--- config.mk ---
export PLATFORM = sky130hd
export DESIGN_NAME = cpcr_div
export DESIGN_NICKNAME = d
export VERILOG_FILES = /design/src/hw/rtl/circle_pair_collision_resolver_defines.svh /design/src/hw/rtl/cpcr_pkg.sv /design/src/hw/rtl/cpcr_div.sv
export SDC_FILE = /design/constraint.sdc
export NUM_CORES = 2
export LEC_CHECK = 0
export ABC_AREA = 1
export BUFFER_PORTS_ARGS = -buffer_cell sky130_fd_sc_hd__buf_4
export CORE_ASPECT_RATIO = 0.9
export CORE_MARGIN = 2
export CORE_UTILIZATION = 25
export CTS_CLUSTER_SIZE = 20
export DETAILED_ROUTE_END_ITERATION = 12
export PLACE_DENSITY = 0.42
export SYNTH_ARGS = -nofsm -noshare
export SYNTH_HDL_FRONTEND = slang
export SYNTH_SLANG_ARGS = --single-unit
--- constraint.sdc ---
create_clock -name clk -period 7.1 [get_ports clk]
set_clock_uncertainty 0.2 [all_clocks]
set_input_delay 0.355 -clock clk [delete_from_list [all_inputs] [get_ports clk]]
set_output_delay 0.355 -clock clk [all_outputs]
set_load 0.01 [all_outputs]
--- src/hw/rtl/circle_pair_collision_resolver_defines.svh ---
// assertion macros for the circle pair resolver
`ifndef CIRCLE_PAIR_COLLISION_RESOLVER_DEFINES_SVH
`define CIRCLE_PAIR_COLLISION_RESOLVER_DEFINES_SVH

// same-cycle implication
`define CPCR_ASSERT_NOW(label, clk, rst_n, ante, cons) \
    label: assert property (@(posedge clk) disable iff (!rst_n) (ante) |-> (cons)) \
        else $error("cpcr assertion failed");

// next-cycle implication
`define CPCR_ASSERT_NEXT(label, clk, rst_n, ante, cons) \
    label: assert property (@(posedge clk) disable iff (!rst_n) (ante) |=> (cons)) \
        else $error("cpcr assertion failed");

`endif

--- src/hw/rtl/cpcr_pkg.sv ---
`timescale 1ns / 1ps
`default_nettype none
package cpcr_pkg;
    localparam int POS_W   = 24;
    localparam int DIFF_W  = 25;
    localparam int RAD_W   = 16;
    localparam int SUM_W   = 17;
    localparam int MAG_W   = 17;
    localparam int SQR_W   = 50;
    localparam int QS_W    = 51;
    localparam int Q_W     = 34;
    localparam int ROOT_W  = 17;
    localparam int PROD_W  = 33;
    localparam int LS_W    = 34;
    localparam int NUM_W   = 50;
    localparam int DEN_W   = 36;
    localparam int QUO_W   = 15;
    localparam int PUSH_W  = 16;
    localparam int SQ_LAT  = ROOT_W;
    localparam int DIV_LAT = QUO_W;
    localparam logic [QS_W-1:0] TINY_Q16 = QS_W'(6);

    typedef struct packed {
        logic [MAG_W-1:0] mag_x;
        logic [MAG_W-1:0] mag_y;
        logic             neg_x;
        logic             neg_y;
        logic [SUM_W-1:0] sum;
        logic [RAD_W-1:0] a_radius;
        logic [RAD_W-1:0] b_radius;
        logic             hit;
        logic             en_a;
        logic             en_b;
    } side_sq_t;

    typedef struct packed {
        logic neg_x;
        logic neg_y;
        logic hit;
        logic en_a;
        logic en_b;
    } side_dv_t;
endpackage
`default_nettype wire

--- src/hw/rtl/cpcr_div.sv ---
`timescale 1ns / 1ps
`default_nettype none
module cpcr_div
(
    input  wire logic                       clk,
    input  wire logic                       en,
    input  wire logic [cpcr_pkg::NUM_W-1:0] num,
    input  wire logic [cpcr_pkg::DEN_W-1:0] den,
    output logic      [cpcr_pkg::QUO_W-1:0] quo
);
    localparam int QW = cpcr_pkg::QUO_W;
    localparam int NW = cpcr_pkg::NUM_W;
    localparam int DW = cpcr_pkg::DEN_W;
    localparam int CW = DW + QW;

    logic [NW-1:0] rem_reg [QW];
    logic [DW-1:0] den_reg [QW];
    logic [QW-1:0] quo_reg [QW];

    for (genvar k = 0; k < QW; k++)
    begin : g_stage
        localparam int BIT_I = QW - 1 - k;
        logic [NW-1:0] rem_in;
        logic [DW-1:0] den_in;
        logic [QW-1:0] quo_in;
        logic [CW-1:0] trial;
        logic [NW-1:0] rem_next;
        logic [QW-1:0] quo_next;

        if (k == 0)
        begin : g_first
            assign rem_in = num;
            assign den_in = den;
            assign quo_in = '0;
        end
        else
        begin : g_rest
            assign rem_in = rem_reg[k-1];
            assign den_in = den_reg[k-1];
            assign quo_in = quo_reg[k-1];
        end

        always_comb
        begin
            trial = CW'(den_in) << BIT_I;
            if (CW'(rem_in) >= trial)
            begin
                rem_next = NW'(CW'(rem_in) - trial);
                quo_next = quo_in | (QW'(1) << BIT_I);
            end
            else
            begin
                rem_next = rem_in;
                quo_next = quo_in;
            end
        end

        always_ff @(posedge clk)
        begin
            if (en)
            begin
                rem_reg[k] <= rem_next;
                den_reg[k] <= den_in;
                quo_reg[k] <= quo_next;
            end
        end
    end

    assign quo = quo_reg[QW-1];
endmodule
`default_nettype wire

* Word level (Yosys, flattened, before mapping)
Memories as Yosys holds them, arrays and structs flattened. Index checks and enable logic that the tools add are counted.
Storage, ports and cells: bits in registers 0, bits in latches 0, RAM bits 1515, memory bits (read-only) 0, bits of input ports 88, output and inout port bits 15, logic and storage cells 65, memories kept 3
Memories:
- rem_reg | words 15, width 50, read ports 14, clocked after memory_dff 0, write ports 15, line cpcr_div.sv:16 | logic [NW-1:0] rem_reg [QW];
- den_reg | words 15, width 36, read ports 14, clocked after memory_dff 0, write ports 15, line cpcr_div.sv:17 | logic [DW-1:0] den_reg [QW];
- quo_reg | words 15, width 15, read ports 15, clocked after memory_dff 0, write ports 15, line cpcr_div.sv:18 | logic [QW-1:0] quo_reg [QW];
Cells by class: add/sub/neg operators 15, multipliers 0, divide/modulo/power cells 0, order comparisons 15, equality and inequality tests 0, shifts and indexed selects 0, multiplexer cells 32, bitwise logic cells 0, reductions and logical operators 0
Operators by type and width (count):
- 50-bit 2-to-1 mux | 15
- 50-bit by 36-bit greater-or-equal comparator with 1-bit output | 1
- 50-bit by 37-bit greater-or-equal comparator with 1-bit output | 1
- 50-bit by 38-bit greater-or-equal comparator with 1-bit output | 1
- 50-bit by 39-bit greater-or-equal comparator with 1-bit output | 1
- 50-bit by 40-bit greater-or-equal comparator with 1-bit output | 1
- 50-bit by 41-bit greater-or-equal comparator with 1-bit output | 1
- 50-bit by 42-bit greater-or-equal comparator with 1-bit output | 1
- 50-bit by 43-bit greater-or-equal comparator with 1-bit output | 1
- 50-bit by 44-bit greater-or-equal comparator with 1-bit output | 1
- 50-bit by 45-bit greater-or-equal comparator with 1-bit output | 1
- 50-bit by 46-bit greater-or-equal comparator with 1-bit output | 1
- 50-bit by 47-bit greater-or-equal comparator with 1-bit output | 1
- 50-bit by 48-bit greater-or-equal comparator with 1-bit output | 1
- 50-bit by 49-bit greater-or-equal comparator with 1-bit output | 1
- 50-bit greater-or-equal comparator | 1
- 50-bit by 36-bit subtractor with 50-bit output | 1
- 50-bit by 37-bit subtractor with 50-bit output | 1
- 50-bit by 38-bit subtractor with 50-bit output | 1
- 50-bit by 39-bit subtractor with 50-bit output | 1
- 50-bit by 40-bit subtractor with 50-bit output | 1
- 50-bit by 41-bit subtractor with 50-bit output | 1
- 50-bit by 42-bit subtractor with 50-bit output | 1
- 50-bit by 43-bit subtractor with 50-bit output | 1
- 22 further kinds | 24

* Depth between registers and ports, before layout
An unclocked memory read counts as a cell.
depth after elaboration 3, depth in mapped cells 17, depth with buffers taken out 16

* Worst setup path before layout
No wires, ideal clock.
path kind flip-flop to flip-flop, start memory rem_reg[0][356] in the netlist's numbering, end memory rem_reg[1][32] in the netlist's numbering, data pin, library setup time 253 ps, arrival 2101 ps, data required time 6647 ps, path slack 4546 ps, stages on the path, launching flop included 17, path buffers 2, period minus slack after synthesis 2554 ps, path through edfxtp_1 > inv_1 > ha_1 > inv_1 > fa_1 > nand3_1 > nand3_1 > nand3_1 > nand3b_2 > nand2_1 > nand2_1 > nand2_1 > nand2_2 > buf_6 > buf_6 > nand3_1 > nand2_1
RTL lines (line):
- start, declared | cpcr_div.sv:16

==> results by group <==
Route
  • Count of TritonRoute iterations in the first routing pass: 7
  • Post-Route WL: about 360,000 microns
  • Vias/cell: 4.38
  • Number of remaining DRC errors: 0
  • DR iter-0 viols: around 7,400
  • Total number of vias: ~83,000
  • DR WL/cell: roughly 19 microns
  • Final ANT Viol Nets: 0

Synth
  • Share of flip-flops with an asynchronous set or reset: 0%
  • Post-Syn Area: approximately 0.095 sq mm
  • Average cell area after synthesis: between 7 and 8 sq um
  • Post-Syn Instances: about 13,000
  • Number of synthesized register bits: about 1,300
  • Largest area contributor in the netlist: edfxtp_1
  • Library cells used by synthesis: 44
  • Post-synth top flop: edfxtp_1
  • Synth cell count leaders: 5,517 x nand2_1, 2,653 x inv_1, 1,324 x edfxtp_1
  • Yosys warns: 0
  • Synth Area in Compound Gates: 4.05%
  • Syn nets: roughly 14,000
  • Synth Area in Simple Gates: approximately a third
  • Synth Area in Adders: under 10%
  • Post-synth EDFFs: between 1,000 and 1,500
  • XOR/XNOR share of the synthesized area: approximately 2.5%
  • Register area share after synthesis: a little over two fifths
  • Area share of the largest cell type after synthesis: approximately two fifths
  • Most common cell in the netlist: nand2_1
  • Largest family of logic cells by synthesized area: simple AND/OR/NAND/NOR gates
  • Mux cell area share after synthesis: 0%
  • Ranking of synthesized cells by area: edfxtp_1 42%, nand2_1 22%, inv_1 10%

Place
  • IO buf count: approximately 100
  • Dpl ws: 2.74 ns
  • Placed Cells: 18,575
  • RePlAce Congestion: between 0.9 and 1
  • Detailed placement HPWL: 301,000 microns

GRT
  • First-pass GRT wire length: about 530,000 microns
  • Initial antenna violation count: 6
  • Vias in the first global route: approximately 79,000
  • Largest net degree at the start of global routing: approximately 170
  • GRT overflow: 0
  • GR Util All Layers: 18.4%

Layout
  • Largest register FFs: 700
  • Finished Core Util: between 20% and 30%
  • Fraction of layout cells with a size suffix above 1: under 10%
  • Layout fillers: between 40,000 and 50,000
  • Layout area overhead: 14.0%
  • Seq. cell area: about 0.040 sq mm
  • Final nets: around 14,000
  • Non-filler instance count after layout: roughly 19,000
  • Multi-input combinational cell area: 0.0448 sq mm

Setup path
  • Most used cell, CP: nand2_1
  • Slowest cell on crit path: nand4_2
  • CP Buf/Inv Count: 5
  • CP cell instances: inv_1 -> ha_1 -> inv_1 -> fa_1 -> nand3_1 -> nand3_2 -> nand2_1 -> nand2_1 -> nand2_1 -> nand2_1 -> nand2_1 -> nand4_2 -> buf_4 -> inv_2 -> buf_4 -> nand2_1 -> nand2_1
  • CP required: 7.59 ns
  • Arrival time at the worst endpoint: about 4.7 ns
  • Critical Path Source Type: flip-flop
  • Worst path max stage delay: 0.74 ns
  • Worst path top cell family by delay: simple AND/OR/NAND/NOR gates
  • Critical Path End Type: flip-flop
  • Worst-path maximum fanout: 25
  • Critical path type: flip-flop to flip-flop

CTS
  • Max clock buf depth: 4
  • H-tree depth: 4
  • CTS tree: done
  • Clock transition at path regs: approximately 0.060 ns
  • Num Clock Sinks: between 1,000 and 1,500
  • Inserted Clock Buffers: 167
  • Clock root buffer: clkbuf_16
  • Worst skew pair latency: between 0.8 and 0.9 ns
  • Post-CTS Setup Bufs: 0

Timing
  • Final Max Tran Viols: 0
  • Actual slew at the worst max-slew pin: about 1.2 ns
  • RSZ-0062 raised after global routing: no
  • Final TNS setup: 0 ns
  • Setup violators final: 0
  • Period utilization: approximately 60%
  • Fmax: roughly 240 MHz
  • Fin. Hold Viols: 0
  • Worst slew margin: about 21%
  • Final setup margin: about 2.9 ns
  • Final worst path period need: approximately 4.2 ns

Floorplanning
  • DIE AREA: between 0.3 and 0.4 sq mm
  • Row count: around 220
  • Core area: between 0.3 and 0.4 sq mm
  • I/O pins: between 100 and 150
  • Die width: 655 microns
  • Initial core utilization: roughly a quarter
  • DIE HEIGHT: just under 600 microns

Job
  • Max Cap Viol: 0

Pwr
  • P per Cell Area: roughly 400 mW/mm^2
  • Max IR drop VDD: between 150 and 200 uV
  • LEAKAGE: approximately 54 nW

Hold path
  • Worst min path class: input pin to flip-flop

Outcome
  • Outcome: finished clean
[cells in the final DEF, fill, tap and decap left out, drive strengths merged, types with 4 or more instances in the layout]
cell type    synthesis  final
o21ai              138    138
nand3              721    721
bufinv               0     16
o21bai              48     48
a21o                 4      4
nand4              156    156
nor2              1119   1119
nor3                98     98
ha                 540    540
a21oi              517    517
xnor2               24     24
or2                 10     10
clkinv               1     64
xor2               245    245
clkinvlp             0     11
edfxtp            1324   1324
dlygate4sd3          0    132
fa                  14     14
clkbuf               1    193
inv               2671   2683
buf                111    136
nand2             5532   5532
nor4                14     14
nand3b             128    128
and2                17     17
[worst paths after layout]
path	from	to	slack [ns]	cells after the start
hold reg to reg	quo_reg[0][99]	quo_reg[0][114]	0.21	0
hold / removal	num[6]	rem_reg[0][6]	0.09	2
setup / recovery	rem_reg[1][152]	rem_reg[1][232]	2.87	17
setup reg to reg	rem_reg[1][152]	rem_reg[1][232]	2.87	17
[logic make-up after synthesis]
family                   count (synthesis)
adder cells (fa/ha/maj)                554
buffers and inverters                 2784
flip-flops                            1324
XOR/XNOR                               269
AO/OA/AOI/OAI                          718
AND/OR/NAND/NOR                       7803
[power by group]
part,total [mW],switching [mW],internal [mW]
combinational,20.6,14.3,6.34
sequential,13.1,1.85,11.2
clock,8.62,3.60,5.02
[metrics by stage]
stage	instance area [sq um]	total power, mW	hold slack [ns]
4_1_cts	109000	42.6	0.000203
5_1_grt	109000	45.7	0.0323
6_report	109000	42.3	0.0889
3_5_place_dp	102000	33.6	0.205
3_3_place_gp	102000	33.7	0.201
2_1_floorplan	95500	26.0	0.200
[area by class of cell]
class	count	area share, %
Clock buffer	193	4.03
Clock inverter	102	0.938
Antenna cell	3	0.00690
Inverter	2672	9.21
Tap cell	5099	5.86
Sequential cell	1324	36.5
Multi-Input combinational cell	9344	41.2
Timing Repair Buffer	268	2.25
[what timing repair did]
action	in CTS	in global routing
gates resized for setup	0	0
hold endpoints to repair	158	0
hold buffers	132	0
[routing by layer]
metal | vias to the layer above | part of all wire [%] | global-route usage (%)
met5 | - | 0.019 | 0.124
met4 | 2 | 2.3 | 4.08
met3 | 341 | 6.6 | 3.10
met2 | 2224 | 44 | 28.9
met1 | 38081 | 47 | 26.4
li1 | 42573 | - | -
No activity file was read; power rests on OpenSTA's default activity.
