`config.mk`:
```
export PLATFORM = sky130hd
export DESIGN_NAME = cpcr_sqrt
export DESIGN_NICKNAME = d
export VERILOG_FILES = /design/src/hw/rtl/circle_pair_collision_resolver_defines.svh /design/src/hw/rtl/cpcr_pkg.sv /design/src/hw/rtl/cpcr_sqrt.sv
export SDC_FILE = /design/constraint.sdc
export NUM_CORES = 1
export LEC_CHECK = 0
export ABC_CLOCK_PERIOD_IN_PS = 2950
export BUFFER_PORTS_ARGS = -buffer_cell sky130_fd_sc_hd__buf_2
export CAP_MARGIN = 20
export CORE_UTILIZATION = 40
export CTS_BUF_LIST = sky130_fd_sc_hd__clkbuf_16
export CTS_CLUSTER_DIAMETER = 80
export CTS_CLUSTER_SIZE = 20
export DETAILED_ROUTE_END_ITERATION = 8
export PLACE_DENSITY_LB_ADDON = 0.08
export SYNTH_ARGS = -nofsm -noshare
export SYNTH_HDL_FRONTEND = slang
export SYNTH_SLANG_ARGS = --single-unit
export TNS_END_PERCENT = 5
```
`constraint.sdc`:
```
create_clock -name clk -period 2.95 [get_ports clk]
set_clock_uncertainty 0.2 [all_clocks]
set_input_delay 0.7375 -clock clk [delete_from_list [all_inputs] [get_ports clk]]
set_output_delay 0.7375 -clock clk [all_outputs]
set_load 0.03 [all_outputs]
```
`src/hw/rtl/circle_pair_collision_resolver_defines.svh`:
```
// assertion macros for the circle pair resolver
`ifndef CIRCLE_PAIR_COLLISION_RESOLVER_DEFINES_SVH
`define CIRCLE_PAIR_COLLISION_RESOLVER_DEFINES_SVH

// same-cycle implication
`define CPCR_ASSERT_NOW(label, clk, rst_n, ante, cons) \
    label: assert property (@(posedge clk) disable iff (!rst_n) (ante) |-> (cons)) \
        else $error("cpcr assertion failed");

// next-cycle implication
`define CPCR_ASSERT_NEXT(label, clk, rst_n, ante, cons) \
    label: assert property (@(posedge clk) disable iff (!rst_n) (ante) |=> (cons)) \
        else $error("cpcr assertion failed");

`endif

```
`src/hw/rtl/cpcr_pkg.sv`:
```
`timescale 1ns / 1ps
`default_nettype none
package cpcr_pkg;
    localparam int POS_W   = 24;
    localparam int DIFF_W  = 25;
    localparam int RAD_W   = 16;
    localparam int SUM_W   = 17;
    localparam int MAG_W   = 17;
    localparam int SQR_W   = 50;
    localparam int QS_W    = 51;
    localparam int Q_W     = 34;
    localparam int ROOT_W  = 17;
    localparam int PROD_W  = 33;
    localparam int LS_W    = 34;
    localparam int NUM_W   = 50;
    localparam int DEN_W   = 36;
    localparam int QUO_W   = 15;
    localparam int PUSH_W  = 16;
    localparam int SQ_LAT  = ROOT_W;
    localparam int DIV_LAT = QUO_W;
    localparam logic [QS_W-1:0] TINY_Q16 = QS_W'(6);

    typedef struct packed {
        logic [MAG_W-1:0] mag_x;
        logic [MAG_W-1:0] mag_y;
        logic             neg_x;
        logic             neg_y;
        logic [SUM_W-1:0] sum;
        logic [RAD_W-1:0] a_radius;
        logic [RAD_W-1:0] b_radius;
        logic             hit;
        logic             en_a;
        logic             en_b;
    } side_sq_t;

    typedef struct packed {
        logic neg_x;
        logic neg_y;
        logic hit;
        logic en_a;
        logic en_b;
    } side_dv_t;
endpackage
`default_nettype wire

```
`src/hw/rtl/cpcr_sqrt.sv`:
```
`timescale 1ns / 1ps
`default_nettype none
module cpcr_sqrt
(
    input  wire logic                        clk,
    input  wire logic                        en,
    input  wire logic [cpcr_pkg::Q_W-1:0]    q,
    output logic      [cpcr_pkg::ROOT_W-1:0] root
);
    localparam int RW = cpcr_pkg::ROOT_W;
    localparam int TW = 2 * RW + 2;

    logic [TW-1:0] rem_reg  [RW];
    logic [RW-1:0] root_reg [RW];

    for (genvar k = 0; k < RW; k++)
    begin : g_stage
        localparam int BIT_I = RW - 1 - k;
        logic [TW-1:0] rem_in;
        logic [RW-1:0] root_in;
        logic [TW-1:0] trial;
        logic [TW-1:0] rem_next;
        logic [RW-1:0] root_next;

        if (k == 0)
        begin : g_first
            assign rem_in  = TW'(q);
            assign root_in = '0;
        end
        else
        begin : g_rest
            assign rem_in  = rem_reg[k-1];
            assign root_in = root_reg[k-1];
        end

        always_comb
        begin
            trial = (TW'(root_in) << (BIT_I + 1)) + (TW'(1) << (2 * BIT_I));
            if (rem_in >= trial)
            begin
                rem_next  = rem_in - trial;
                root_next = root_in | (RW'(1) << BIT_I);
            end
            else
            begin
                rem_next  = rem_in;
                root_next = root_in;
            end
        end

        always_ff @(posedge clk)
        begin
            if (en)
            begin
                rem_reg[k]  <= rem_next;
                root_reg[k] <= root_next;
            end
        end
    end

    assign root = root_reg[RW-1];
endmodule
`default_nettype wire

```
# ---- Word level (Yosys, flattened, before mapping)
# Memory sizes are Yosys's and may differ from the RTL's.
# Cells that the tools add are included.
# Widths: inputs -> output; s select.
dict set report classes {
  add_sub_neg 33
  mux 36
  magnitude_cmp 17
}
# cell n
set op_table {}
lappend op_table {{$mux 36} 17}
lappend op_table {{$ge 36x19->1} 1}
lappend op_table {{$ge 36x20->1} 1}
lappend op_table {{$ge 36x21->1} 1}
lappend op_table {{$ge 36x22->1} 1}
lappend op_table {{$ge 36x23->1} 1}
lappend op_table {{$ge 36x24->1} 1}
lappend op_table {{$ge 36x25->1} 1}
lappend op_table {{$ge 36x26->1} 1}
lappend op_table {{$ge 36x27->1} 1}
lappend op_table {{$ge 36x28->1} 1}
lappend op_table {{$ge 36x29->1} 1}
lappend op_table {{$ge 36x30->1} 1}
lappend op_table {{$ge 36x31->1} 1}
lappend op_table {{$ge 36x32->1} 1}
lappend op_table {{$ge 36x33->1} 1}
lappend op_table {{$ge 36x34->1} 1}
lappend op_table {{$sub 36x19->36} 1}
lappend op_table {{$sub 36x20->36} 1}
lappend op_table {{$sub 36x21->36} 1}
lappend op_table {{$sub 36x22->36} 1}
lappend op_table {{$sub 36x23->36} 1}
lappend op_table {{$sub 36x24->36} 1}
lappend op_table {{$sub 36x25->36} 1}
lappend op_table {{other kinds (44)} 46}
dict set report word_totals {
  wordCells 88
  output_inout_bits 17
  n_memories 2
  ram_bits 901
  ff_bits 0
}
# name depth word_bits read_ports rd_clocked_by_memory_dff wr line
set memory_table {}
lappend memory_table {rem_reg 17 36 16 0 17 cpcr_sqrt.sv:13} ;# logic [TW-1:0] rem_reg [RW];
lappend memory_table {root_reg 17 17 17 0 17 cpcr_sqrt.sv:14} ;# logic [RW-1:0] root_reg [RW];

# ---- Longest topological paths before layout
# Gate-level depths: netlist (run 1).
# An unclocked memory read counts as a cell.
dict set report depth {
  depth_word 4
  mapped_depth 13
  depth_no_buf 10
}

# ---- Least setup slack after synthesis (run 1)
# OpenSTA, ideal clock, no wires.
dict set report synth_timing {
  path_type {register to register}
  from {mem rem_reg[0][479] (netlist bit)}
  to {mem rem_reg[0][516] (netlist bit) (data pin)}
  arrival_time_ns 2.635
  path_slack_ns -0.147
  t_required_ns 2.488
  stages_incl_launch_ff 12
  setup_time_ns 0.262
  path_cell_list {edfxtp_1 ha_1 clkbuf_1 nand3_1 a41oi_1 o211ai_1 a31oi_1 o41a_1 nor2_1 inv_2 buf_2 mux2_1}
}
# element line
set synth_rtl {}
lappend synth_rtl {{start: declaration} cpcr_sqrt.sv:13}

==> results.md, run 1 <==
* Combinational share of power at 19.7%
* Register share of total power at 54.5%
* Worst skew pair latency at 0.63 ns
* CP dominant cell by count: a21oi_1
* Synth-to-layout area growth at 18.59%
* Hold WS at 0.07098 ns
* Antenna Nets Post-Route at 0
* Worst EP arrival at 3.23 ns
* Placed Area at 38250 um^2
* Die area at 86930 um^2
* Core box area at 85010 um^2
* Post-synth EDFFs at 728
* Switching Fraction at 27.64%
* Vias in the first global route at 21770
* Slew @ Worst Pin at 0.7364 ns
* P_sw at 6.863 mW
* Top cells by area, synth: edfxtp_1 64%, ha_1 6.1%, xnor2_1 3.4%
* Netlist cell types at 76
* FF/Latch Area at 21860 um^2
* Syn Inst Count at 2625
* Sink Count at 728
* Max Cap Viol at 0
* Setup CP Type: flip-flop to flip-flop
* Net count, final at 3182
* Crit-path cells: inv_1 > ha_1 > nand2b_1 > a21oi_1 > a21oi_1 > a31oi_2 > o41a_1 > buf_4 > nor2_4 > inv_6 > mux2_1
* CP max stage cell: o41a_1
* First-pass GRT wire length at 118.3 mm
* FILL cells at 7509
* Commonest non-fill, non-tap cell in the layout: edfxtp_1
* Met2 Track Usage GR at 32.69%
* Netlist Area Pre-Place at 34300 um^2
* # diodes at 0
* Fraction of layout cells with a size suffix above 1 at 19.49%
* Cell Pwr Density at 610.3 nW/um^2
* Final setup fails at 23
* DR DRC count at 0
* Max-slew violations at 0
* Largest net degree at the start of global routing at 93
* Initial antenna violation count at 0
* Count of buffers from port buffering at 52
* CP Launch Type: flip-flop
* Chip Height at 294.8 um
* Final setup margin at -0.1187 ns
* Primary FF master, synth: edfxtp_1
* DR pass1 iterations at 5
* Largest register FFs at 575
* Clock power frac at 25.7%
* Crit. End Element: flip-flop
* Yosys warns at 0
* DP HPWL at 56.97 mm
* Max Buffers Root-to-Sink at 3
* Clock Pin Slew Worst Setup and Hold Paths at 0.08 ns
* Peak VDD IR at 544.9 uV
* Area of the multi-input gates at 12380 um^2
* RePlAce Congestion at 0.8784
* FP Rows at 107
* Yosys top cell by area: edfxtp_1
* Vias/cell at 5.154
* Initial DRC Count at 886
* Most Used Layer, Global Route: met2
* Seq/Total Area, Yosys at 63.73%
* M1 GR Usage at 20.54%
* TritonCTS clock tree: yes
* Ys async rst share at 0%
* Fin. Hold Viols at 0
* GRT Overall Usage at 17.28%
* DR WL/cell at 18.17 um
* GRT overflow at 0
* Synth Register Bits at 728
* Cell area after layout at 40680 um^2
* Most frequent cells in the layout: 728 x edfxtp_1, 264 x buf_4, 212 x inv_1
* Post-synth top area share at 63.73%
* I/O pin total at 53
* Leakage at 15.30 nW
* P_int at 17.96 mW
* CP max stage delay at 0.44 ns
* Outcome: complete, but fails checks
* WL final at 75.24 mm
* Worst path required time at 3.11 ns
* Via count at 21340
* Rel. slew slack at 50.53%
* H-tree Lvls at 2
* Num CTS Buffers at 45
* GR Layer Usage met3 at 1.908%
* Fmax at 325.9 MHz
* Final min period at 3.069 ns
* Chip Width at 294.8 um
* Failing checks: setup timing
* Syn nets at 2827
* Root Buffer Master: clkbuf_16
* RSZ-0062 raised after global routing: true
* Min-Delay Path Class: primary input to flip-flop
* CP max FO at 12
* Tcrit/Tclk final at 104.0%
* Avg Cell Area, Syn at 13.07 um^2
* Starting Density at 40.35%
-- per-layer routing --
metal / routed length, um / part of all wire, % / vias to the layer above
met3: 1871 / 2.5 / 90
met1: 31560 / 42 / 10420
met5: 0 / 0 / -
met2: 40310 / 54 / 267
met4: 1507 / 2.0 / 0
li1: - / - / 10570
-- synth_stat cells, drive strengths merged (4+ instances only) --
cell	number
a211oi	13
o21a	37
a31oi	19
o31ai	14
a2111oi	11
buf	11
or4	14
and4b	7
o211ai	12
xor2	115
nor3	95
nand3	49
a41oi	4
xnor2	133
nor2	144
a211o	4
nand2b	27
nand4	44
or2	10
inv	213
nor4	91
a31o	4
nor2b	22
edfxtp	728
nand2	138
or3	32
mux2i	10
nand4b	18
o2111ai	6
o41ai	6
a21o	30
and3	8
o21ai	126
ha	166
nand3b	8
mux2	31
clkbuf	31
o21bai	8
o22ai	4
a21oi	113
a21boi	4
nor3b	8
nor4b	10
and2	11
-- logic make-up (layout without fill, tap and decap cells) --
logic type | after synthesis | count (layout) | share of synthesized area [%]
compound gates | 443 | 443 | 8.236
other cells | 1 | 1 | 0.01093
flops | 728 | 728 | 63.73
mux | 41 | 41 | 1.309
buf+inv | 255 | 626 | 2.882
simple gates | 743 | 744 | 11.45
fa+ha+maj | 166 | 166 | 6.055
xor+xnor | 248 | 248 | 6.332
-- critical path, delay by kind of cell, from the launching register on --
kind                     cells  cell delay [ns]
adder cells (fa/ha/maj)      1             0.29
flip-flops                   1             0.42
multiplexers                 1             0.32
buffers and inverters        3             0.34
AO/OA/AOI/OAI                4             0.96
AND/OR/NAND/NOR              2             0.25
-- cell type report --
type                       count  share of cell area (%)
clock buffer                  45                   2.768
clock inverter                19                  0.5321
inverter                     213                   1.996
multi-input combinational   1643                   30.43
sequential                   728                   53.74
tap                         1144                   3.518
timing repair buffer         349                   7.019
-- stage by stage --
stage	util, %	setup TNS [ns]	instances	worst slack, ns	power [mW]
floorplan	-	-0.3804	2625	-0.05014	16.32
global placement	44.99	-12.39	4061	-0.5013	18.28
detailed placement	45.00	-12.01	4062	-0.3537	18.36
CTS	47.05	-1.972	4129	-0.1771	24.95
global route	47.85	-7.581	4141	-0.2208	26.10
finish	47.85	-1.534	4141	-0.1187	24.83
-- repair_timing --
item | 4_1_cts | 5_1_grt
hold buffers | 0 | 0
setup endpoints to repair | 140 | 226
pin swaps | 15 | 39
gates resized for setup | 85 | 107
gates cloned | 1 | 2
buffers inserted | 2 | 10
-- power groups by stage --
stage	Clock [mW]	Combinational (mW)	Sequential [mW]
finish	6.39	4.89	13.5
global route	7.01	5.41	13.7
CTS	6.66	4.73	13.6
detailed placement	0	4.58	13.8
global placement	0	4.52	13.8
floorplan	0	2.82	13.5
-- final timing paths --
kind	cells past startpoint	from	to	slack (ns)
max	11	root_reg[0][224]$_DFFE_PP_	rem_reg[0][523]$_DFFE_PP_	-0.12
min	1	q[10]	rem_reg[0][10]$_DFFE_PP_	0.07
max reg2reg	11	root_reg[0][224]$_DFFE_PP_	rem_reg[0][523]$_DFFE_PP_	-0.12
min reg2reg	0	rem_reg[0][437]$_DFFE_PP_	rem_reg[0][473]$_DFFE_PP_	0.23
No activity file was read; power rests on OpenSTA's default activity.
==> inputs of run 2 (changes only) <==
--- a/config.mk
+++ b/config.mk
@@ -13,7 +13,6 @@
 export CTS_CLUSTER_DIAMETER = 80
 export CTS_CLUSTER_SIZE = 20
 export DETAILED_ROUTE_END_ITERATION = 8
-export PLACE_DENSITY_LB_ADDON = 0.08
 export SYNTH_ARGS = -nofsm -noshare
 export SYNTH_HDL_FRONTEND = slang
 export SYNTH_SLANG_ARGS = --single-unit
==> run 2 against run 1 <==
  * The flow still finishes with violations (setup timing)
  * Critical path depth is 5 lower
  * Clock power shrank 0.9%
  * Setup slack better by 0.044 ns
  * Utilization shrank 0.24 points
  * Hold slack improved by 0.0050 ns
  * Critical path type unchanged
  * Largest power group unchanged
  * Highest routed layer unchanged
==> results.md, run 2 (synthesized netlist as in run 1, its figures left out) <==
* Outcome: complete, but fails checks
* Failing checks: setup timing
* Chip Height at 294.8 um
* Chip Width at 294.8 um
* Die area at 86930 um^2
* Num CTS Buffers at 45
* Starting Density at 40.35%
* Fmax at 330.7 MHz
* FF/Latch Area at 21860 um^2
* Slew @ Worst Pin at 0.7334 ns
* CP max stage cell: or4_4
* Crit-path cells: or4_4 > or3_4 > or3_4 > a311o_1 > a2111oi_2 > xor2_1
* FP Rows at 107
* Peak VDD IR at 433.6 uV
* CP dominant cell by count: or3_4
* Max Cap Viol at 0
* I/O pin total at 53
* Min-Delay Path Class: primary input to flip-flop
* Largest register FFs at 575
* Setup CP Type: flip-flop to flip-flop
* Commonest non-fill, non-tap cell in the layout: edfxtp_1
* RePlAce Congestion at 0.9377
* Largest net degree at the start of global routing at 79
* Most frequent cells in the layout: 728 x edfxtp_1, 262 x buf_4, 206 x inv_1
* FILL cells at 7318
* H-tree Lvls at 2
* Final setup fails at 15
* Cts hold-fix bufs at 0
* Fraction of layout cells with a size suffix above 1 at 18.81%
* Cell Count, Final, Fillers Out at 4127
* WL final at 72.04 mm
* Final setup margin at -0.07430 ns
* CP Launch Type: flip-flop
* GRT Overall Usage at 16.34%
* Area of the multi-input gates at 12360 um^2
* TritonCTS clock tree: yes
* Net count, final at 3172
* CP max FO at 3
* Count of buffers from port buffering at 52
* Crit. End Element: flip-flop
* CP max stage delay at 0.56 ns
* Sink Count at 728
* Initial DRC Count at 1108
* Worst path required time at 3.10 ns
* Clock Pin Slew Worst Setup and Hold Paths at 0.08 ns
* Via count at 21530
* Synth-to-layout area growth at 18.00%
* Worst skew pair latency at 0.63 ns
* Rel. slew slack at 50.73%
* Worst EP arrival at 3.18 ns
* Final min period at 3.024 ns
* Antenna Nets Post-Route at 0
* Max Buffers Root-to-Sink at 3
* DR WL/cell at 17.45 um
* RSZ-0062 raised after global routing: true
* Initial antenna violation count at 0
* Max-slew violations at 0
* Tcrit/Tclk final at 102.5%
* Leakage at 15.12 nW
* Vias in the first global route at 22270
* Vias/cell at 5.216
* # diodes at 0
* Core box area at 85010 um^2
* GRT overflow at 0
* Util after Layout at 47.61%
* DR pass1 iterations at 6
* DP HPWL at 54.22 mm
* Cell Pwr Density at 609.7 nW/um^2
* Root Buffer Master: clkbuf_16
* Placed Cells at 4053
* DR DRC count at 0
* Fin. Hold Viols at 0
* First-pass GRT wire length at 113.3 mm
==> run 2: cell count changes in the layout (fill, tap and decap cells not counted), moves of 6 or more <==
cell     change
a21oi_1      +6
ha_1        -12
a21oi_2      -6
ha_4         +7
inv_1        -6
o21ai_0      +7
buf_12       -6
==> run 2: worst max-delay path, delay by kind of cell (launching register included) <==
family | cells | cell delay (ns)
compound gates | 2 | 0.77
xor+xnor | 1 | 0.11
flops | 1 | 0.39
simple gates | 3 | 1.30
==> run 2: worst paths after layout <==
check                                                from  cells past startpoint                         to  slack (ns)
worst max register to register  rem_reg[0][527]$_DFFE_PP_                      6  rem_reg[0][571]$_DFFE_PP_       -0.07
worst min-delay path                                q[19]                      1   rem_reg[0][19]$_DFFE_PP_        0.08
worst max-delay path            rem_reg[0][527]$_DFFE_PP_                      6  rem_reg[0][571]$_DFFE_PP_       -0.07
worst min register to register  rem_reg[0][160]$_DFFE_PP_                      0  rem_reg[0][196]$_DFFE_PP_        0.24
==> run 2: cell type report <==
class	count	area share (%)
clock buffer	45	2.782
sequential	728	54.01
timing repair buffer	339	6.621
inverter	213	1.988
multi-input combinational	1643	30.54
clock inverter	15	0.5286
tap	1144	3.536
==> run 2: routing by layer <==
| layer | routed length [um] | share of wire, % | vias to the layer above | global-route usage [%] |
|---|---|---|---|---|
| met5 | 0 | 0 | - | 0 |
| met4 | 2909 | 4.0 | 0 | 6.682 |
| met3 | 1869 | 2.6 | 163 | 1.757 |
| met2 | 40480 | 56 | 376 | 33.53 |
| met1 | 26780 | 37 | 10450 | 16.29 |
| li1 | - | - | 10540 | - |
==> run 2: metrics by stage <==
step                TNS, ns  power, mW  setup slack [ns]  area (um^2)  hold WS (ns)
floorplan           -0.3804      16.32          -0.05014        34320        0.2166
global placement     -13.33      18.03           -0.4242        38120        0.2225
detailed placement   -20.13      18.21           -0.4677        38120        0.2264
CTS                  -2.332      24.65           -0.1488        39750       0.03597
global route         -3.909      25.80           -0.1876        40480       0.04585
finish              -0.2602      24.68          -0.07430        40480       0.07599
==> run 2: repair_timing <==
action	CTS	global route
pin swaps	10	31
setup endpoints to repair	168	220
gates cloned	0	1
hold endpoints to repair	0	0
gates resized for setup	56	111
buffers inserted	2	11
==> run 2: report_power, final <==
| part | internal [mW] | switching (mW) |
|---|---|---|
| combinational | 2.23 | 2.61 |
| clock | 2.92 | 3.41 |
| sequential | 12.8 | 0.740 |
